<file path="config.mk">
export PLATFORM = sky130hd
export DESIGN_NAME = tpi_front
export DESIGN_NICKNAME = d
export VERILOG_FILES = /design/src/rtl/core/tpi_pkg.sv /design/src/rtl/core/tpi_front.sv
export SDC_FILE = /design/constraint.sdc
export NUM_CORES = 1
export LEC_CHECK = 0
export BUFFER_PORTS_ARGS = -buffer_cell sky130_fd_sc_hd__buf_4
export CORE_AREA = 2 2 39 41
export DETAILED_ROUTE_END_ITERATION = 10
export DIE_AREA = 0 0 41 43
export GPL_ROUTABILITY_DRIVEN = 1
export PLACE_DENSITY_LB_ADDON = 0.1
export SLEW_MARGIN = 10
export SYNTH_ARGS = -nofsm -noshare
export SYNTH_HDL_FRONTEND = slang
export SYNTH_SLANG_ARGS = --single-unit
</file>
<file path="constraint.sdc">
create_clock -name vclk -period 4
set_clock_uncertainty 0.2 [all_clocks]
set_input_delay 0.6 -clock vclk [all_inputs]
set_output_delay 0.6 -clock vclk [all_outputs]
set_load 0.01 [all_outputs]
</file>
<file path="src/rtl/core/tpi_pkg.sv">
// Shared types and constants of the turtle path interpreter.
// Holds command and result codes, register indexes, reset values and the trig table.
// Depends on nothing.
package tpi_pkg;

    localparam int SYMBOL_W   = 8;
    localparam int COORD_W    = 18;
    localparam int KIND_W     = 2;
    localparam int CFG_IDX_W  = 3;
    localparam int CFG_DATA_W = 11;
    localparam int QUEUE_DEPTH = 2;

    localparam logic [SYMBOL_W-1:0] SYM_FORWARD = 8'h46;
    localparam logic [SYMBOL_W-1:0] SYM_PLUS    = 8'h2B;
    localparam logic [SYMBOL_W-1:0] SYM_MINUS   = 8'h2D;
    localparam logic [SYMBOL_W-1:0] SYM_PUSH    = 8'h5B;
    localparam logic [SYMBOL_W-1:0] SYM_POP     = 8'h5D;

    localparam logic [KIND_W-1:0] KIND_SEGMENT   = 2'd0;
    localparam logic [KIND_W-1:0] KIND_OVERFLOW  = 2'd1;
    localparam logic [KIND_W-1:0] KIND_UNDERFLOW = 2'd2;

    localparam logic [CFG_IDX_W-1:0] REG_STEP_LENGTH   = 3'd0;
    localparam logic [CFG_IDX_W-1:0] REG_TURN_UNITS    = 3'd1;
    localparam logic [CFG_IDX_W-1:0] REG_START_HEADING = 3'd2;
    localparam logic [CFG_IDX_W-1:0] REG_START_X       = 3'd3;
    localparam logic [CFG_IDX_W-1:0] REG_START_Y       = 3'd4;
    localparam logic [CFG_IDX_W-1:0] REG_LIMIT_X       = 3'd5;
    localparam logic [CFG_IDX_W-1:0] REG_LIMIT_Y       = 3'd6;

    localparam logic [7:0]  RST_STEP_LENGTH   = 8'd5;
    localparam logic [3:0]  RST_TURN_UNITS    = 4'd1;
    localparam logic [3:0]  RST_START_HEADING = 4'd10;
    localparam logic [9:0]  RST_START_X       = 10'd0;
    localparam logic [9:0]  RST_START_Y       = 10'd310;
    localparam logic [10:0] RST_LIMIT_X       = 11'd240;
    localparam logic [10:0] RST_LIMIT_Y       = 11'd320;

    localparam logic [10:0] POS_LIMIT  = 11'd1024;
    localparam logic [3:0]  NUM_DIRS   = 4'd12;
    localparam logic [3:0]  SIN_OFFSET = 4'd9;
    localparam int          COS30_Q14  = 14189;
    localparam int          Q14_BITS   = 14;

    localparam logic [2:0] OP_NOP      = 3'd0;
    localparam logic [2:0] OP_FORWARD  = 3'd1;
    localparam logic [2:0] OP_TURN_POS = 3'd2;
    localparam logic [2:0] OP_TURN_NEG = 3'd3;
    localparam logic [2:0] OP_PUSH     = 3'd4;
    localparam logic [2:0] OP_POP      = 3'd5;

    localparam logic [1:0] MAG_ZERO = 2'd0;
    localparam logic [1:0] MAG_HALF = 2'd1;
    localparam logic [1:0] MAG_C30  = 2'd2;
    localparam logic [1:0] MAG_ONE  = 2'd3;

    typedef struct packed {
        logic       first;
        logic [2:0] op;
    } cmd_t;

    typedef struct packed {
        logic [7:0]  step_length;
        logic [3:0]  turn_units;
        logic [3:0]  start_heading;
        logic [9:0]  start_x;
        logic [9:0]  start_y;
        logic [10:0] limit_x;
        logic [10:0] limit_y;
    } cfg_t;

    typedef struct packed {
        logic       neg;
        logic [1:0] mag;
    } trig_t;

    function automatic logic [3:0] mod12(input logic [3:0] v);
        mod12 = (v >= NUM_DIRS) ? v - NUM_DIRS : v;
    endfunction

    // Cosine of k times 30 degrees as a sign and a magnitude class.
    function automatic trig_t cos_class(input logic [3:0] k);
        case (k)
            4'd0:    cos_class = '{neg: 1'b0, mag: MAG_ONE};
            4'd1:    cos_class = '{neg: 1'b0, mag: MAG_C30};
            4'd2:    cos_class = '{neg: 1'b0, mag: MAG_HALF};
            4'd3:    cos_class = '{neg: 1'b0, mag: MAG_ZERO};
            4'd4:    cos_class = '{neg: 1'b1, mag: MAG_HALF};
            4'd5:    cos_class = '{neg: 1'b1, mag: MAG_C30};
            4'd6:    cos_class = '{neg: 1'b1, mag: MAG_ONE};
            4'd7:    cos_class = '{neg: 1'b1, mag: MAG_C30};
            4'd8:    cos_class = '{neg: 1'b1, mag: MAG_HALF};
            4'd9:    cos_class = '{neg: 1'b0, mag: MAG_ZERO};
            4'd10:   cos_class = '{neg: 1'b0, mag: MAG_HALF};
            4'd11:   cos_class = '{neg: 1'b0, mag: MAG_C30};
            default: cos_class = '{neg: 1'b0, mag: MAG_ZERO};
        endcase
    endfunction

endpackage

</file>
<file path="src/rtl/core/tpi_front.sv">
// Front end of the turtle path interpreter: takes input beats and decodes the command byte.
// Uses tpi_pkg; feeds tpi_queue.
module tpi_front
    import tpi_pkg::*;
(
    input  logic                in_valid,
    output logic                in_ready,
    input  logic                in_first,
    input  logic [SYMBOL_W-1:0] in_symbol,
    output logic                push_valid,
    output cmd_t                push_cmd,
    input  logic                push_ready
);

    logic [2:0] op;

    always_comb
    begin
        case (in_symbol)
            SYM_FORWARD: op = OP_FORWARD;
            SYM_PLUS:    op = OP_TURN_POS;
            SYM_MINUS:   op = OP_TURN_NEG;
            SYM_PUSH:    op = OP_PUSH;
            SYM_POP:     op = OP_POP;
            default:     op = OP_NOP;
        endcase
    end

    // Bytes that neither act nor restart the turtle never enter the queue.
    assign in_ready       = push_ready;
    assign push_cmd.first = in_first;
    assign push_cmd.op    = op;
    assign push_valid     = in_valid && (in_first || (op != OP_NOP));

endmodule

</file>
==> key figures, run 1 <==
Global routing
  • Initial antenna violation count: 0
  • First-pass GRT wire length: between 700 and 800 um
  • Global Route Usage Sum: 5.395%
  • Gr ovfl total: 0
  • Vias in the first global route: 181
  • Largest net degree at the start of global routing: 5

Timing
  • Final period util: 61.79%
  • Pins over their slew limit: 0
  • Tmin final: approximately 2.5 ns
  • Fin worst setup slack: ~1.5 ns
  • Final Hold Violating Endpoints: 0
  • RSZ-0062 raised after global routing: false
  • Hold slack: 1.000 ns
  • Worst slew pin tran: between 0.3 and 0.4 ns
  • Setup violators final: 0
  • Fmax: 404.6 MHz
  • Final setup TNS: 0 ns
  • Max-Slew Margin vs Limit: between 70 and 80%

Final layout
  • Clock buffers: 0
  • Diode count: 0
  • Number of sequential cells: 0
  • Post-route cell area: 252.7 um^2
  • Final Net Count: 43
  • Most frequent cells in the layout: buf_4, and3_1, o211ai_1
  • Most common library cell in the layout ignoring fill and taps: buf_4
  • Fin util: approximately 18%
  • Final non-filler cell total: 46
  • Storage cell area: 0 um^2
  • Share of layout cells above drive strength 1: 53.33%
  • Area grow syn2layout: 87.04%

Logic synthesis
  • Syn_nets: 28
  • Mux share of post-synthesis cell area: 0%
  • Post-Synth Adder-Cell Area: 0%
  • Largest family of logic cells by synthesized area: simple AND/OR/NAND/NOR gates
  • Mean area per synthesized cell: 7.949 um^2
  • Ys Warns: 0
  • Synth Area in XOR/XNOR: 6.481%
  • Netlist cell types: 14
  • Cells after Synth: 17
  • Post-synthesis simple-gate area fraction: 50.00%
  • Synth Cell Area: 135.1 um^2
  • Compound-Gate Fraction of Synth Area: roughly 30%
  • Register area share after synthesis: 0%

Floorplanning
  • Starting Density: about 10%
  • Core box area: 0.001384 mm^2
  • I/O pin total: 17
  • Die Y: approximately 43 um
  • Die Span X: 41 um
  • DIE AREA: between 0.0015 and 0.002 mm^2
  • Row count: 14

Detailed routing
  • Iteration-0 DRC Markers: 3
  • Wire per inst: 9.478 um
  • Routed WL: 436 um
  • Vias: 187
  • ANT nets after route: 0
  • Vias/cell: 4.065
  • Number of remaining DRC errors: 0
  • DR pass1 iterations: 4

Pwr
  • Switching share of total power: 37.70%
  • NetSw: 0.006628 mW
  • Leakage: 0.1260 nW
  • Overall power: 0.01758 mW
  • Internal: 0.01096 mW
  • Logic pwr share: 100.0%
  • Power density cells: 69.57 mW/mm^2
  • Peak supply drop: roughly 0.022 mV
  • Sequential share of power: 0%
  • Clock power frac: 0%

CTS
  • Post-CTS setup buffer count: 0
  • Post-CTS resize count: 0
  • Hold buffer count at CTS: 0

Place
  • Buffers on Ports: 15
  • Cells after DPL: 46
  • Routability cong.: 0.7328
  • Detail Placement HPWL: 403.2 um
  • Pre-CTS setup slack: 1.531 ns
  • Area after DPL: 252.7 um^2

Hold path
  • Hold path depth: 0
  • Worst Hold Class: in -> out

Worst setup path
  • Worst Setup SP: in_symbol[4]
  • Crit path capture type: output port
  • Critical Path AT: 1.67 ns
  • Capture point of the worst path: push_valid
  • CP Data Required Time: about 3.2 ns
  • Critical path startpoint category: input pin
  • CP max FO: 4
  • Crit Path Class: in -> out

Run status
  • Status: complete, no violations

Flow run
  • Max-cap viol count: 0
[worst max-delay path, stage by stage]
cell and delay (ns):
buf_4 0.12, or4b_1 0.51, o21ba_1 0.18, a21boi_1 0.12
buf_4 0.14
[cell usage after synthesis]
cell / count / area share [%]
and3_1: 2 / 9.3
buf_4: 2 / 11
o211ai_1: 2 / 11
a21boi_0: 1 / 5.6
a21boi_1: 1 / 5.6
and3b_1: 1 / 6.5
and3b_2: 1 / 7.4
inv_1: 1 / 2.8
nand4bb_1: 1 / 8.3
nor3b_1: 1 / 5.6
o21ba_1: 1 / 7.4
or4_1: 1 / 5.6
or4b_1: 1 / 7.4
xor2_1: 1 / 6.5
[logic make-up (layout without fill, tap and decap cells)]
group,Yosys count,in the layout
simple gates,8,8
xor+xnor,1,1
buf+inv,3,16
compound gates,5,5
[metal layers]
layer	track usage [%]	vias up	share of wire (%)
li1	-	93	-
met1	6.962	85	38
met2	9.688	9	50
met3	0.5236	0	12
met4	0	0	0
met5	0	-	0
[power groups by stage]
| stage | registers [mW] | clock network (mW) | logic (mW) |
|---|---|---|---|
| 6_report | 0 | 0 | 0.0176 |
| 5_1_grt | 0 | 0 | 0.0194 |
| 4_1_cts | 0 | 0 | 0.0178 |
| 3_5_place_dp | 0 | 0 | 0.0177 |
| 3_3_place_gp | 0 | 0 | 0.0174 |
| 2_1_floorplan | 0 | 0 | 0.00746 |
[cell type report]
class	count	area [um^2]
Fill cell	169	1131
Multi-Input combinational cell	14	116.4
Timing Repair Buffer	15	112.6
Tap cell	16	20.02
Inverter	1	3.754
[how the worst min path moves through the flow]
| stage | startpoint | endpoint | slack [ns] |
|---|---|---|---|
| after floorplan | push_ready | in_ready | 1.09 |
| after global routing | push_ready | in_ready | 1.00 |
| after CTS | push_ready | in_ready | 1.00 |
| final | push_ready | in_ready | 1.00 |
| after detailed placement | push_ready | in_ready | 1.00 |
| after global placement | push_ready | in_ready | 1.00 |
No activity file was read; power rests on OpenSTA's default activity.
==> inputs of run 2 (changes only) <==
==> constraint.sdc (replaced) <==
create_clock -name vclk -period 2.23
set_clock_uncertainty 0.2 [all_clocks]
set_input_delay 0.3345 -clock vclk [all_inputs]
set_output_delay 0.3345 -clock vclk [all_outputs]
set_load 0.01 [all_outputs]
==> run 2 against run 1 <==
  * Setup slack worse by 1.2 ns
  * Die area unchanged
  * Power up 77%
  * Final area unchanged
  * Via count down 4.8%
  * Combinational power up 76%
  * Sequential cell count unchanged
  * Non-clock buffer count unchanged
  * Critical path type unchanged
==> key figures, run 2 (synthesized netlist as in run 1, its figures left out) <==
Run status
  • Status: complete, no violations

Detailed routing
  • Routed WL: 427 um (-2.1%)
  • Vias: 178 (-4.8%)
  • ANT nets after route: 0 (unchanged)
  • Vias/cell: 3.870 (-4.8%)
  • Number of remaining DRC errors: 0 (unchanged)
  • Wire per inst: 9.283 um (-2.1%)
  • DR pass1 iterations: 1 (-3)
  • Iteration-0 DRC Markers: 0 (-3)

Timing
  • Tmin final: slightly below 2 ns
  • Fmax: 515.6 MHz
  • Max-Slew Margin vs Limit: 74.22% (-0.51 points)
  • Hold slack: 0.4690 ns (-0.5310 ns)
  • Final period util: 86.97%
  • Worst slew pin tran: 0.3859 ns (+0.007641 ns)
  • Final Hold Violating Endpoints: 0 (unchanged)
  • Fin worst setup slack: 0.2906 ns (-1.238 ns)
  • Pins over their slew limit: 0 (unchanged)
  • RSZ-0062 raised after global routing: false
  • Final setup TNS: 0 ns (unchanged)
  • Setup violators final: 0 (unchanged)

Hold path
  • Worst Hold Class: in -> out
  • Hold path depth: 0 (unchanged)
  • Hold path start: push_ready
  • WHS Endpoint: in_ready

Floorplanning
  • Starting Density: 9.765% (unchanged)
  • Die Span X: 41 um (unchanged)
  • Die Y: 43 um (unchanged)
  • Core box area: 0.001384 mm^2 (unchanged)
  • I/O pin total: 17 (unchanged)
  • Row count: 14 (unchanged)
  • DIE AREA: 0.001763 mm^2 (unchanged)

Place
  • Pre-CTS setup slack: 0.2908 ns (-1.240 ns)
  • Buffers on Ports: 15 (unchanged)
  • Area after DPL: 252.7 um^2 (unchanged)
  • Routability cong.: 0.7132 (-2.7%)
  • Cells after DPL: 46 (unchanged)

Final layout
  • Most frequent cells in the layout: buf_4, and3_1, o211ai_1
  • Diode count: 0 (unchanged)
  • Post-route cell area: 252.7 um^2 (unchanged)
  • Most common library cell in the layout ignoring fill and taps: buf_4
  • Fin util: 18.26% (unchanged)
  • Area of the multi-input gates: 116.4 um^2 (unchanged)
  • Area grow syn2layout: 87.04% (unchanged)
  • Final non-filler cell total: 46 (unchanged)
  • Filler instances: 163 (-3.6%)
  • Clock buffers: 0 (unchanged)
  • Final Net Count: 43 (unchanged)
  • Share of layout cells above drive strength 1: 53.33% (unchanged)
  • Storage cell area: 0 um^2 (unchanged)
  • Number of sequential cells: 0 (unchanged)

Worst setup path
  • Largest stage delay on the critical path: 0.51 ns (about the same)
  • CP max FO: 4 (unchanged)
  • Critical Path AT: 1.40 ns (-0.27 ns)
  • Slowest CP cell: or4b_1
  • CP dominant cell by count: buf_4
  • Worst-path cell chain: buf_4 > or4b_1 > o21ba_1 > a21boi_1 > buf_4
  • Crit path capture type: output port
  • Kind of cell adding the most delay to the critical path: simple AND/OR/NAND/NOR gates
  • Crit Path Class: in -> out
  • Worst path bufs/invs: 2 (unchanged)
  • CP Data Required Time: 1.70 ns (-1.50 ns)
  • Critical path startpoint category: input pin

Pwr
  • Peak supply drop: 0.03010 mV (+39%)
  • Leakage: 0.1260 nW (unchanged)
  • Overall power: 0.03104 mW (+77%)
  • Power density cells: 122.8 mW/mm^2 (+77%)

CTS
  • Hold buffer count at CTS: 0 (unchanged)
  • Post-CTS setup buffer count: 0 (unchanged)
  • Post-CTS resize count: 0 (unchanged)

Global routing
  • First-pass GRT wire length: 690 um (-3.8%)
  • Gr ovfl total: 0 (unchanged)
  • Global Route Usage Sum: 5.195% (-0.20 points)
  • Vias in the first global route: 191 (+5.5%)
  • Largest net degree at the start of global routing: 5 (unchanged)
  • Initial antenna violation count: 0 (unchanged)

Flow run
  • Max-cap viol count: 0 (unchanged)
==> run 2: cell counts in the layout (fill, tap and decap cells not counted) <==
No cell type changed its count.
==> run 2: power by group <==
group	switching (mW)	internal, mW
combinational	0.0114	0.0196
clock	0	0
sequential	0	0
==> run 2: cell type report <==
| type | count | area share [%] |
|---|---|---|
| multi-input combinational | 14 | 46.04 |
| timing repair buffer | 15 | 44.55 |
| tap | 16 | 7.921 |
| inverter | 1 | 1.485 |
==> run 2: worst max-delay path by stage <==
stage / startpoint / depth (start not counted) / to
finish: in_symbol[4] / 5 / push_valid
global route: in_symbol[5] / 5 / push_cmd[0]
global placement: in_symbol[4] / 5 / push_valid
CTS: in_symbol[4] / 5 / push_valid
detailed placement: in_symbol[4] / 5 / push_valid
floorplan: in_symbol[4] / 3 / push_valid
==> run 2: metal layers <==
layer / track usage, % / routed length (um) / vias up
met2: 8.750 / 193 / 9
met5: 0 / 0 / -
met1: 7.278 / 182 / 77
met4: 0 / 0 / 0
li1: - / - / 92
met3: 0.5236 / 51 / 0
