$ cat src/rtl/core/tpi_pkg.sv
// Shared types and constants of the turtle path interpreter.
// Holds command and result codes, register indexes, reset values and the trig table.
// Depends on nothing.
package tpi_pkg;

    localparam int SYMBOL_W   = 8;
    localparam int COORD_W    = 18;
    localparam int KIND_W     = 2;
    localparam int CFG_IDX_W  = 3;
    localparam int CFG_DATA_W = 11;
    localparam int QUEUE_DEPTH = 2;

    localparam logic [SYMBOL_W-1:0] SYM_FORWARD = 8'h46;
    localparam logic [SYMBOL_W-1:0] SYM_PLUS    = 8'h2B;
    localparam logic [SYMBOL_W-1:0] SYM_MINUS   = 8'h2D;
    localparam logic [SYMBOL_W-1:0] SYM_PUSH    = 8'h5B;
    localparam logic [SYMBOL_W-1:0] SYM_POP     = 8'h5D;

    localparam logic [KIND_W-1:0] KIND_SEGMENT   = 2'd0;
    localparam logic [KIND_W-1:0] KIND_OVERFLOW  = 2'd1;
    localparam logic [KIND_W-1:0] KIND_UNDERFLOW = 2'd2;

    localparam logic [CFG_IDX_W-1:0] REG_STEP_LENGTH   = 3'd0;
    localparam logic [CFG_IDX_W-1:0] REG_TURN_UNITS    = 3'd1;
    localparam logic [CFG_IDX_W-1:0] REG_START_HEADING = 3'd2;
    localparam logic [CFG_IDX_W-1:0] REG_START_X       = 3'd3;
    localparam logic [CFG_IDX_W-1:0] REG_START_Y       = 3'd4;
    localparam logic [CFG_IDX_W-1:0] REG_LIMIT_X       = 3'd5;
    localparam logic [CFG_IDX_W-1:0] REG_LIMIT_Y       = 3'd6;

    localparam logic [7:0]  RST_STEP_LENGTH   = 8'd5;
    localparam logic [3:0]  RST_TURN_UNITS    = 4'd1;
    localparam logic [3:0]  RST_START_HEADING = 4'd10;
    localparam logic [9:0]  RST_START_X       = 10'd0;
    localparam logic [9:0]  RST_START_Y       = 10'd310;
    localparam logic [10:0] RST_LIMIT_X       = 11'd240;
    localparam logic [10:0] RST_LIMIT_Y       = 11'd320;

    localparam logic [10:0] POS_LIMIT  = 11'd1024;
    localparam logic [3:0]  NUM_DIRS   = 4'd12;
    localparam logic [3:0]  SIN_OFFSET = 4'd9;
    localparam int          COS30_Q14  = 14189;
    localparam int          Q14_BITS   = 14;

    localparam logic [2:0] OP_NOP      = 3'd0;
    localparam logic [2:0] OP_FORWARD  = 3'd1;
    localparam logic [2:0] OP_TURN_POS = 3'd2;
    localparam logic [2:0] OP_TURN_NEG = 3'd3;
    localparam logic [2:0] OP_PUSH     = 3'd4;
    localparam logic [2:0] OP_POP      = 3'd5;

    localparam logic [1:0] MAG_ZERO = 2'd0;
    localparam logic [1:0] MAG_HALF = 2'd1;
    localparam logic [1:0] MAG_C30  = 2'd2;
    localparam logic [1:0] MAG_ONE  = 2'd3;

    typedef struct packed {
        logic       first;
        logic [2:0] op;
    } cmd_t;

    typedef struct packed {
        logic [7:0]  step_length;
        logic [3:0]  turn_units;
        logic [3:0]  start_heading;
        logic [9:0]  start_x;
        logic [9:0]  start_y;
        logic [10:0] limit_x;
        logic [10:0] limit_y;
    } cfg_t;

    typedef struct packed {
        logic       neg;
        logic [1:0] mag;
    } trig_t;

    function automatic logic [3:0] mod12(input logic [3:0] v);
        mod12 = (v >= NUM_DIRS) ? v - NUM_DIRS : v;
    endfunction

    // Cosine of k times 30 degrees as a sign and a magnitude class.
    function automatic trig_t cos_class(input logic [3:0] k);
        case (k)
            4'd0:    cos_class = '{neg: 1'b0, mag: MAG_ONE};
            4'd1:    cos_class = '{neg: 1'b0, mag: MAG_C30};
            4'd2:    cos_class = '{neg: 1'b0, mag: MAG_HALF};
            4'd3:    cos_class = '{neg: 1'b0, mag: MAG_ZERO};
            4'd4:    cos_class = '{neg: 1'b1, mag: MAG_HALF};
            4'd5:    cos_class = '{neg: 1'b1, mag: MAG_C30};
            4'd6:    cos_class = '{neg: 1'b1, mag: MAG_ONE};
            4'd7:    cos_class = '{neg: 1'b1, mag: MAG_C30};
            4'd8:    cos_class = '{neg: 1'b1, mag: MAG_HALF};
            4'd9:    cos_class = '{neg: 1'b0, mag: MAG_ZERO};
            4'd10:   cos_class = '{neg: 1'b0, mag: MAG_HALF};
            4'd11:   cos_class = '{neg: 1'b0, mag: MAG_C30};
            default: cos_class = '{neg: 1'b0, mag: MAG_ZERO};
        endcase
    endfunction

endpackage

$ cat src/rtl/core/tpi_queue.sv
// Two-entry command queue between the front end and the execution unit.
// Uses tpi_pkg for the command type.
module tpi_queue
    import tpi_pkg::*;
(
    input  logic clk,
    input  logic rst_n,
    input  logic in_valid,
    input  cmd_t in_cmd,
    output logic in_ready,
    output logic out_valid,
    output cmd_t out_cmd,
    input  logic out_pop
);

    logic [1:0] count_reg;
    logic [1:0] count_next;
    logic       wr_ptr_reg;
    logic       rd_ptr_reg;
    cmd_t       slot_reg [QUEUE_DEPTH];
    logic       do_wr;
    logic       do_rd;

    assign in_ready  = (count_reg != 2'(QUEUE_DEPTH));
    assign out_valid = (count_reg != 2'd0);
    assign out_cmd   = slot_reg[rd_ptr_reg];
    assign do_wr     = in_valid && in_ready;
    assign do_rd     = out_pop && out_valid;

    always_comb
    begin
        count_next = count_reg;
        if (do_wr && !do_rd)
        begin
            count_next = count_reg + 2'd1;
        end
        else if (!do_wr && do_rd)
        begin
            count_next = count_reg - 2'd1;
        end
    end

    always_ff @(posedge clk or negedge rst_n)
    begin
        if (!rst_n)
        begin
            count_reg  <= 2'd0;
            wr_ptr_reg <= 1'b0;
            rd_ptr_reg <= 1'b0;
        end
        else
        begin
            count_reg <= count_next;
            if (do_wr)
            begin
                wr_ptr_reg <= !wr_ptr_reg;
            end
            if (do_rd)
            begin
                rd_ptr_reg <= !rd_ptr_reg;
            end
        end
    end

    always_ff @(posedge clk)
    begin
        if (do_wr)
        begin
            slot_reg[wr_ptr_reg] <= in_cmd;
        end
    end

endmodule

$ cat config.mk
export PLATFORM = sky130hd
export DESIGN_NAME = tpi_queue
export DESIGN_NICKNAME = d
export VERILOG_FILES = /design/src/rtl/core/tpi_pkg.sv /design/src/rtl/core/tpi_queue.sv
export SDC_FILE = /design/constraint.sdc
export NUM_CORES = 1
export LEC_CHECK = 0
export ABC_CLOCK_PERIOD_IN_PS = 1450
export BUFFER_PORTS_ARGS = -buffer_cell sky130_fd_sc_hd__buf_2
export CORE_AREA = 3 3 40 42
export CTS_CLUSTER_DIAMETER = 120
export DETAILED_ROUTE_END_ITERATION = 8
export DIE_AREA = 0 0 43 45
export PLACE_DENSITY_LB_ADDON = 0.25
export SLEW_MARGIN = 20
export SYNTH_ARGS = -nofsm -noshare
export SYNTH_HDL_FRONTEND = slang
export SYNTH_SLANG_ARGS = --single-unit
$ cat constraint.sdc
create_clock -name clk -period 1.45 [get_ports clk]
set_clock_uncertainty 0.1 [all_clocks]
set_input_delay 0.0725 -clock clk [delete_from_list [all_inputs] [get_ports clk]]
set_output_delay 0.0725 -clock clk [all_outputs]
set_load 0.02 [all_outputs]
==> out/qor.csv, run 1 <==
stage,metric,value,unit
setup_path,CP endpoint kind,flop,
power_and_ir_drop,Static Leakage,0.313,nW
clocking,Num CTS Buffers,3,
power_and_ir_drop,pwr/cell area,2020,nW/um^2
detailed_routing,met2 WL,459,um
cells_and_area,most frequent cells in the layout,"buf_2, edfxtp_1, dlygate4sd3_1",
timing,period utilization,1.00,
die,Core ar.,1280,um^2
yosys,"Avg Cell Area, Syn",16.6,um^2
cells_and_area,max reg flops,8,
detailed_routing,top sig layer,met3,
power_and_ir_drop,Int Pwr,0.964,mW
timing,unrepaired setup endpoints after global routing,yes,
yosys,post-synthesis sequential area ratio,0.685,
clocking,Clk Tree Root Cell,clkbuf_4,
detailed_routing,Via Count,317,
cells_and_area,layout cells sized above 1,0.603,
timing,max_slew headroom,0.826,
cells_and_area,post-route cell area,738,um^2
power_and_ir_drop,Clock power frac,0.137,
clocking,H-tree depth,1,
power_and_ir_drop,Psw,0.527,mW
detailed_routing,drt total wl,902,um
die,num rows,13,
placement,hpwl dp,701,um
die,Die W,43,um
yosys,Cells after Synth,30,
setup_path,"critical path fanouts, max",4,
timing,"Worst Setup Slack, final",-0.00492,ns
detailed_routing,DRC viols,0,
yosys,Synth Area in XOR/XNOR,0.0882,
setup_path,Setup crit start kind,flop,
yosys,Mapped Area,497,um^2
yosys,Synth cell types,13,
timing,Final Hold Viols,0,
yosys,Post-Synth Adder-Cell Area,0.0252,
detailed_routing,ANT nets after route,0,
timing,hold slack,0.0384,ns
power_and_ir_drop,Net Sw Frac,0.353,
yosys,register bit total from synthesis,12,
detailed_routing,wire length on met3,46,um
clocking,maximum clock path buffer count,2,
timing,Slew @ Worst Pin,0.261,ns
status,outcome,"finished, violations left",
die,Die Footprint,1940,um^2
yosys,Synth Area in Simple Gates,0.103,
die,starting density of the core,0.387,
die,Ports,14,
timing,Pins Over Slew Limit,0,
detailed_routing,Via-to-Cell Ratio,4.34,
cells_and_area,area grow syn2layout,48.6,%
placement,Placed Area,606,um^2
placement,DP Cell Count,59,
status,failing checks,setup timing,
clocking,Num Clock Sinks,12,
yosys,complex-gate fraction of the synthesized area,0,
setup_path,classification of the worst setup path,flop to flop,
yosys,post-synthesis mux area share,0.0907,
die,DIE HEIGHT,45,um
job,Max Cap Viol,0,
detailed_routing,Iteration-0 DRC Markers,2,
setup_path,WP data arrival,1.50,ns
clocking,CTS tree,yes,
power_and_ir_drop,peak supply drop,875,uV
detailed_routing,number of detailed-route iterations in the first pass,2,
cells_and_area,Layout Nets,68,
global_routing,grt ovf,0,
global_routing,first-pass GRT wire length,1580,um
yosys,Mapped Nets,39,
power_and_ir_drop,sequential share of power,0.391,
power_and_ir_drop,Gate power share,0.472,
timing,TNS Setup,-0.00492,ns
yosys,Yosys Warn Count,0,
cells_and_area,Final Core Density,0.574,
global_routing,vias in the first global route,325,
cells_and_area,Inserted Diodes,0,
setup_path,CP required,1.50,ns
setup_path,CP max stage cell,dfrtp_1,
cells_and_area,"most common cell after layout, fill and taps aside",buf_2,
detailed_routing,Avg WL per Cell,12.4,um
global_routing,All-Layer GR Usage,0.112,
clocking,worst-skew pair later-pin latency,0.26,ns
detailed_routing,met1 WL,396,um
setup_path,Crit path largest cell delay,0.42,ns
setup_path,CP cell instances,or2_4 > nand2_4 > ha_4 > xor2_2 > nor2_2 > xor2_1,
timing,Final setup viols,1,
cells_and_area,post-route insts no fill,73,
yosys,main combinational cell family by area after synthesis,simple AND/OR/NAND/NOR gates,
clocking,"Clk pin slew, worst setup/hold paths",0.08,ns
timing,Fmax achieved,687,MHz
placement,# port buffers,13,
timing,Tmin final,1.45,ns
placement,routability-driven placement congestion ratio,0.780,
global_routing,largest net degree at the start of global routing,8,
global_routing,initial antenna violation count,0,
worst_hold_path,Worst Hold Class,input port to async pin,
==> power by group through the flow <==
stage	clock, mW	combinational, mW	sequential, mW
2_1_floorplan	0	0.438	0.567
3_3_place_gp	0	0.563	0.579
3_5_place_dp	0	0.580	0.595
4_1_cts	0.214	0.641	0.584
5_1_grt	0.225	0.760	0.598
6_report	0.204	0.704	0.583
==> logic make-up after synthesis <==
logic type,Yosys count
flops,12
simple gates,7
xor+xnor,5
mux,4
buf+inv,1
fa+ha+maj,1
==> synth_stat cells <==
cell type | count | share of area
nand2_1 | 1 | 0.0075
nand2_4 | 1 | 0.023
inv_1 | 1 | 0.0075
xor2_1 | 2 | 0.035
edfxtp_1 | 8 | 0.48
and3_1 | 1 | 0.013
nand2b_4 | 1 | 0.028
nor2_1 | 2 | 0.015
mux2_2 | 4 | 0.091
ha_1 | 1 | 0.025
xnor2_1 | 3 | 0.053
or2_4 | 1 | 0.018
dfrtp_1 | 4 | 0.20
==> area by class of cell <==
class                   instances  area [um^2]
clock inverters                 1         3.75
well taps                      15         18.8
repair buffers                 24          163
clock buffers                   3         22.5
fillers                       117          547
inverters                       1         3.75
flip-flops and latches         12          342
multi-input cells              17          185
==> worst max-delay path: cells and delay by family, from the launching register on <==
family	cells	cell delay (ns)
AND/OR/NAND/NOR	3	0.40
flip-flops	1	0.42
adder cells (fa/ha/maj)	1	0.13
XOR/XNOR	2	0.29
==> per-stage QoR <==
stage                     power (mW)  setup slack (ns)
after floorplan                 1.01           -0.0115
after global placement          1.14           0.00902
after detailed placement        1.18           -0.0283
after CTS                       1.44           -0.0241
after global routing            1.58           -0.0772
final                           1.49          -0.00492
==> timing repair <==
item	in CTS	in global routing
hold buffers	6	0
setup endpoints to repair	1	9
pin swaps	0	2
endpoints found under the hold margin	13	0
resized for setup	1	4
cloned	0	0
buffers inserted	2	2
==> routing by layer <==
metal | GRT usage | vias to the layer above
met2 | 0.183 | 7
li1 | - | 161
met5 | 0 | -
met1 | 0.148 | 149
met4 | 0.0361 | 0
met3 | 0.0279 | 0
==> worst paths after layout <==
kind                                     startpoint                        to  slack [ns]  cells past startpoint
setup / recovery           count_reg[0]$_DFFE_PN0P_  count_reg[1]$_DFFE_PN0P_      -0.005                      6
hold reg to reg              wr_ptr_reg$_DFFE_PN0P_    wr_ptr_reg$_DFFE_PN0P_        0.41                      1
max in group asynchronous                     rst_n    rd_ptr_reg$_DFFE_PN0P_        1.07                      2
min in group clk                            out_pop    rd_ptr_reg$_DFFE_PN0P_        0.08                      4
hold / removal                                rst_n    wr_ptr_reg$_DFFE_PN0P_        0.04                      2
setup reg to reg           count_reg[0]$_DFFE_PN0P_  count_reg[1]$_DFFE_PN0P_      -0.005                      6
Power figures use the tool's default switching activity.
==> run 2: changes to the inputs <==
Settings changed: BUFFER_PORTS_ARGS -buffer_cell sky130_fd_sc_hd__buf_2 to not set, DONT_BUFFER_PORTS set to 1, SETUP_SLACK_MARGIN set to 0.05.
==> run 2 against run 1 <==
The run now ends clean. Global-route usage fell by 0.57 points. Maximum frequency rose by 2.4%. Count of clock-buffer cells in the layout did not move. Register-to-register slack improved by 0.03 ns. Utilization fell by 3.2 points. Critical path type unchanged. Combinational power fell by 6.0%. Die area did not move. Setup slack improved by 0.035 ns. Flip-flop and latch count did not move. Critical endpoint unchanged.
==> out/qor.csv, run 2 (synthesized netlist as in run 1, its figures left out) <==
stage,metric,value,unit
global_routing,largest net degree at the start of global routing,7,
global_routing,vias in the first global route,335,
cells_and_area,most frequent cells in the layout,"dlygate4sd3_1, edfxtp_1, buf_4",
cells_and_area,fillers,118,
die,Core ar.,1280,um^2
detailed_routing,Avg WL per Cell,12.7,um
setup_path,"critical path fanouts, max",3,
placement,Placed Area,571,um^2
cells_and_area,area grow syn2layout,40.3,%
job,Max Cap Viol,0,
status,outcome,finished clean,
cells_and_area,Reg area,340,um^2
detailed_routing,drt total wl,790,um
global_routing,All-Layer GR Usage,0.106,
cells_and_area,Layout Nets,58,
timing,Fmax achieved,704,MHz
setup_path,CP cell instances,or2_4 > nand2_4 > ha_4 > xor2_2 > nor2_2 > xor2_1,
timing,Pins Over Slew Limit,0,
global_routing,grt ovf,0,
setup_path,CP required,1.50,ns
die,Ports,14,
die,Die Footprint,1940,um^2
timing,Final setup viols,0,
power_and_ir_drop,peak supply drop,1010,uV
timing,unrepaired setup endpoints after global routing,yes,
power_and_ir_drop,pwr/cell area,2030,nW/um^2
detailed_routing,Via Count,294,
detailed_routing,Via-to-Cell Ratio,4.74,
setup_path,CP endpoint kind,flop,
clocking,Clk Tree Root Cell,clkbuf_4,
power_and_ir_drop,Static Leakage,0.276,nW
timing,Tmin final,1.42,ns
die,starting density of the core,0.387,
clocking,maximum clock path buffer count,2,
clocking,Num CTS Buffers,3,
worst_hold_path,Worst Hold Class,input port to flop,
timing,Final Hold Viols,0,
cells_and_area,post-route cell area,697,um^2
cells_and_area,layout cells sized above 1,0.468,
clocking,CTS tree,yes,
clocking,"Clk pin slew, worst setup/hold paths",0.06,ns
detailed_routing,Iteration-0 DRC Markers,2,
die,DIE HEIGHT,45,um
setup_path,WP data arrival,1.47,ns
detailed_routing,ANT nets after route,0,
global_routing,first-pass GRT wire length,1440,um
clocking,worst-skew pair later-pin latency,0.26,ns
cells_and_area,Inserted Diodes,0,
timing,Slew @ Worst Pin,0.361,ns
setup_path,Crit path largest cell delay,0.42,ns
die,Die W,43,um
clocking,Num Clock Sinks,12,
detailed_routing,number of detailed-route iterations in the first pass,3,
timing,period utilization,0.980,
setup_path,classification of the worst setup path,flop to flop,
global_routing,initial antenna violation count,0,
timing,max_slew headroom,0.758,
cells_and_area,Final Core Density,0.542,
detailed_routing,DRC viols,0,
cells_and_area,Multi-input gate area,184,um^2
setup_path,Setup crit start kind,flop,
clocking,H-tree depth,1,
die,num rows,13,
placement,routability-driven placement congestion ratio,0.669,
placement,# port buffers,0,
setup_path,CP max stage cell,dfrtp_1,
placement,hpwl dp,607,um
cells_and_area,max reg flops,8,
timing,TNS Setup,0,ns
run 2: changes by cell type in the layout (fill, tap and decap cells not counted), sizes merged:
| cell | before | now |
|---|---|---|
| buf | 18 | 6 |
| clkinv | 1 | 0 |
| dlygate4sd3 | 6 | 8 |
run 2: layout make-up:
cell class / instances / area share
sequential: 12 / 0.488
multi-input combinational: 17 / 0.264
timing repair buffer: 14 / 0.180
clock buffer: 3 / 0.0323
tap: 15 / 0.0269
inverter: 1 / 0.00898
run 2: power by group:
group	internal (mW)	switching (mW)	total [mW]	leakage, nW
Clock	0.0956	0.0901	0.186	0.0138
Sequential	0.489	0.0783	0.568	0.121
Combinational	0.342	0.319	0.662	0.141
Total	0.927	0.488	1.42	0.276
run 2: critical path, delay by kind of cell (launching register included):
kind	cells	cell delay, ns
xor+xnor	2	0.28
fa+ha+maj	1	0.13
flops	1	0.42
simple gates	3	0.38
run 2: per-stage QoR:
| stage | power [mW] | std cells | setup slack [ns] | hold slack [ns] |
|---|---|---|---|---|
| floorplan | 1.01 | 30 | -0.0115 | -0.323 |
| global placement | 1.15 | 50 | 0.0232 | -0.323 |
| detailed placement | 1.17 | 50 | -0.0110 | -0.323 |
| CTS | 1.42 | 61 | 0.0257 | 0.0909 |
| global route | 1.52 | 62 | -0.0378 | 0.0562 |
| finish | 1.42 | 62 | 0.0296 | 0.0766 |
run 2: metal layers:
layer | global-route usage | part of all wire | vias to the layer above
met5 | 0 | 0 | -
met4 | 0.0361 | 0 | 0
met3 | 0.0558 | 0.058 | 0
met2 | 0.177 | 0.54 | 7
met1 | 0.118 | 0.40 | 148
li1 | - | - | 139
run 2: path summary, 6_finish.rpt:
kind                                     startpoint                  endpoint  slack [ns]  cells after the start
hold / removal                             in_valid  slot_reg[1][2]$_DFFE_PP_        0.08                      1
max in group asynchronous                     rst_n  count_reg[0]$_DFFE_PN0P_        0.53                      2
setup / recovery           count_reg[1]$_DFFE_PN0P_  count_reg[1]$_DFFE_PN0P_        0.03                      6
min in group asynchronous                     rst_n    rd_ptr_reg$_DFFE_PN0P_        0.54                      2
hold reg to reg              wr_ptr_reg$_DFFE_PN0P_    wr_ptr_reg$_DFFE_PN0P_        0.41                      1
setup reg to reg           count_reg[1]$_DFFE_PN0P_  count_reg[1]$_DFFE_PN0P_        0.03                      6
run 2: repair_timing:
action,4_1_cts,5_1_grt
resized for setup,3,2
gates cloned,0,0
hold endpoints to repair,15,0
setup buffers,0,1
pin swaps,2,1
setup endpoints to repair,1,9
hold buffers,8,0
==> run 3: changes to the inputs <==
Settings changed: ABC_CLOCK_PERIOD_IN_PS 1450 to 1300, BUFFER_PORTS_ARGS set to -buffer_cell sky130_fd_sc_hd__buf_2, DONT_BUFFER_PORTS 1 to not set.
Clock period 1.45 ns to 1.3 ns, I/O delays scaled along.
==> run 3 against run 2 <==
First-iteration DRC count fell by 50%. Critical path type unchanged. Highest routed layer is now met4. Die area did not move. Global-route usage rose by 1.6 points. Final area rose by 19%. The flow now finishes with violations (setup timing).
==> out/qor.csv, run 3 (synthesized netlist as in run 1, its figures left out) <==
stage,metric,value,unit
job,Max Cap Viol,0,
die,Die W,43,um
detailed_routing,Iteration-0 DRC Markers,1,
setup_path,R2R setup slack,-0.16,ns
detailed_routing,ANT nets after route,0,
setup_path,Setup crit start kind,flop,
die,num rows,13,
global_routing,first-pass GRT wire length,1660,um
timing,max_slew headroom,0.883,
detailed_routing,DRC viols,0,
cells_and_area,max reg flops,8,
placement,Placed Area,638,um^2
cells_and_area,post-route cell area,832,um^2
cells_and_area,Inserted Diodes,0,
power_and_ir_drop,Total Power,1.97,mW
setup_path,classification of the worst setup path,flop to flop,
clocking,Num Clock Sinks,12,
status,failing checks,setup timing,
cells_and_area,layout cells sized above 1,0.672,
cells_and_area,area grow syn2layout,67.5,%
timing,"Worst Setup Slack, final",-0.159,ns
clocking,Num CTS Buffers,3,
detailed_routing,number of detailed-route iterations in the first pass,2,
worst_hold_path,Worst Hold Class,input port to async pin,
timing,Tmin final,1.46,ns
setup_path,WP data arrival,1.51,ns
placement,routability-driven placement congestion ratio,0.716,
clocking,CTS tree,yes,
timing,Fmax achieved,686,MHz
die,DIE HEIGHT,45,um
die,Ports,14,
timing,Final setup viols,6,
setup_path,CP endpoint kind,flop,
timing,hold slack,0.0203,ns
timing,Final Hold Viols,0,
power_and_ir_drop,Static Leakage,0.365,nW
detailed_routing,Via Count,332,
cells_and_area,most frequent cells in the layout,"buf_4, edfxtp_1, buf_2, buf_6, dlygate4sd3_1",
die,Core ar.,1280,um^2
setup_path,Critical R2R Launch,count_reg[0]$_DFFE_PN0P_,
timing,unrepaired setup endpoints after global routing,yes,
cells_and_area,Layout Nets,71,
status,outcome,"finished, violations left",
detailed_routing,Avg WL per Cell,12.3,um
global_routing,vias in the first global route,384,
detailed_routing,Via-to-Cell Ratio,4.37,
setup_path,reg2reg end,count_reg[1]$_DFFE_PN0P_,
global_routing,largest net degree at the start of global routing,8,
cells_and_area,post-route insts no fill,76,
placement,DP Worst Slack,-0.180,ns
cells_and_area,fillers,107,
power_and_ir_drop,peak supply drop,1230,uV
clocking,worst-skew pair later-pin latency,0.26,ns
die,starting density of the core,0.387,
setup_path,Reg2Reg Depth,6,
clocking,"Clk pin slew, worst setup/hold paths",0.07,ns
clocking,maximum clock path buffer count,2,
clocking,H-tree depth,1,
setup_path,"critical path fanouts, max",3,
global_routing,initial antenna violation count,0,
timing,Slew @ Worst Pin,0.176,ns
clocking,Clk Tree Root Cell,clkbuf_4,
detailed_routing,drt total wl,936,um
power_and_ir_drop,pwr/cell area,2370,nW/um^2
timing,period utilization,1.12,
timing,Pins Over Slew Limit,0,
setup_path,CP required,1.35,ns
global_routing,grt ovf,0,
die,Die Footprint,1940,um^2
placement,hpwl dp,681,um
global_routing,All-Layer GR Usage,0.122,
placement,# port buffers,13,
placement,DP Cell Count,63,
==> run 3: critical path: stages, from the launching register on <==
cell	delay, ns
dfrtp_1	0.41
or2_4	0.27
nand2_4	0.07
ha_4	0.13
xor2_2	0.15
nor2_2	0.06
xor2_1	0.15
==> run 3: what timing repair did <==
item                       in CTS  in global routing
hold buffers                    5                  0
hold endpoints to repair       12                  0
gates resized for setup        22                  3
setup buffers                   4                  0
setup endpoints to repair      16                 16
pin swaps                       2                  5
==> run 3: worst max path at each step <==
| stage | startpoint | endpoint | slack (ns) | depth (start not counted) |
|---|---|---|---|---|
| global placement | count_reg[1]$_DFFE_PN0P_ | count_reg[1]$_DFFE_PN0P_ | -0.11 | 6 |
| floorplan | count_reg[1]$_DFFE_PN0P_ | count_reg[1]$_DFFE_PN0P_ | -0.16 | 6 |
| CTS | count_reg[1]$_DFFE_PN0P_ | count_reg[1]$_DFFE_PN0P_ | -0.16 | 6 |
| detailed placement | count_reg[1]$_DFFE_PN0P_ | count_reg[1]$_DFFE_PN0P_ | -0.18 | 6 |
| global route | count_reg[0]$_DFFE_PN0P_ | count_reg[1]$_DFFE_PN0P_ | -0.22 | 6 |
| finish | count_reg[0]$_DFFE_PN0P_ | count_reg[1]$_DFFE_PN0P_ | -0.16 | 6 |
==> run 3: final cells by class <==
class | count | area, um^2 | area share
clock buffers | 3 | 22.5 | 0.0271
multi-input cells | 17 | 218 | 0.262
clock inverters | 1 | 3.75 | 0.00451
flip-flops and latches | 12 | 342 | 0.411
inverters | 1 | 3.75 | 0.00451
well taps | 15 | 18.8 | 0.0226
repair buffers | 27 | 224 | 0.269
==> run 3: stage by stage <==
step | TNS [ns] | utilization
finish | -0.391 | 0.648
global route | -0.708 | 0.648
CTS | -0.485 | 0.638
detailed placement | -0.441 | 0.497
global placement | -0.155 | 0.497
floorplan | -0.188 | -
==> run 3: power by group <==
part | total, mW | internal, mW | switching [mW]
Clock | 0.224 | 0.111 | 0.114
Combinational | 1.09 | 0.655 | 0.435
Sequential | 0.657 | 0.549 | 0.108
Total | 1.97 | 1.32 | 0.657
==> run 3: per-layer routing <==
layer / global-route usage / vias up / part of all wire
met5: 0 / - / 0
met3: 0.0359 / 2 / 0.040
met4: 0.0542 / 0 / 0.015
met1: 0.130 / 154 / 0.35
li1: - / 167 / -
met2: 0.225 / 9 / 0.60
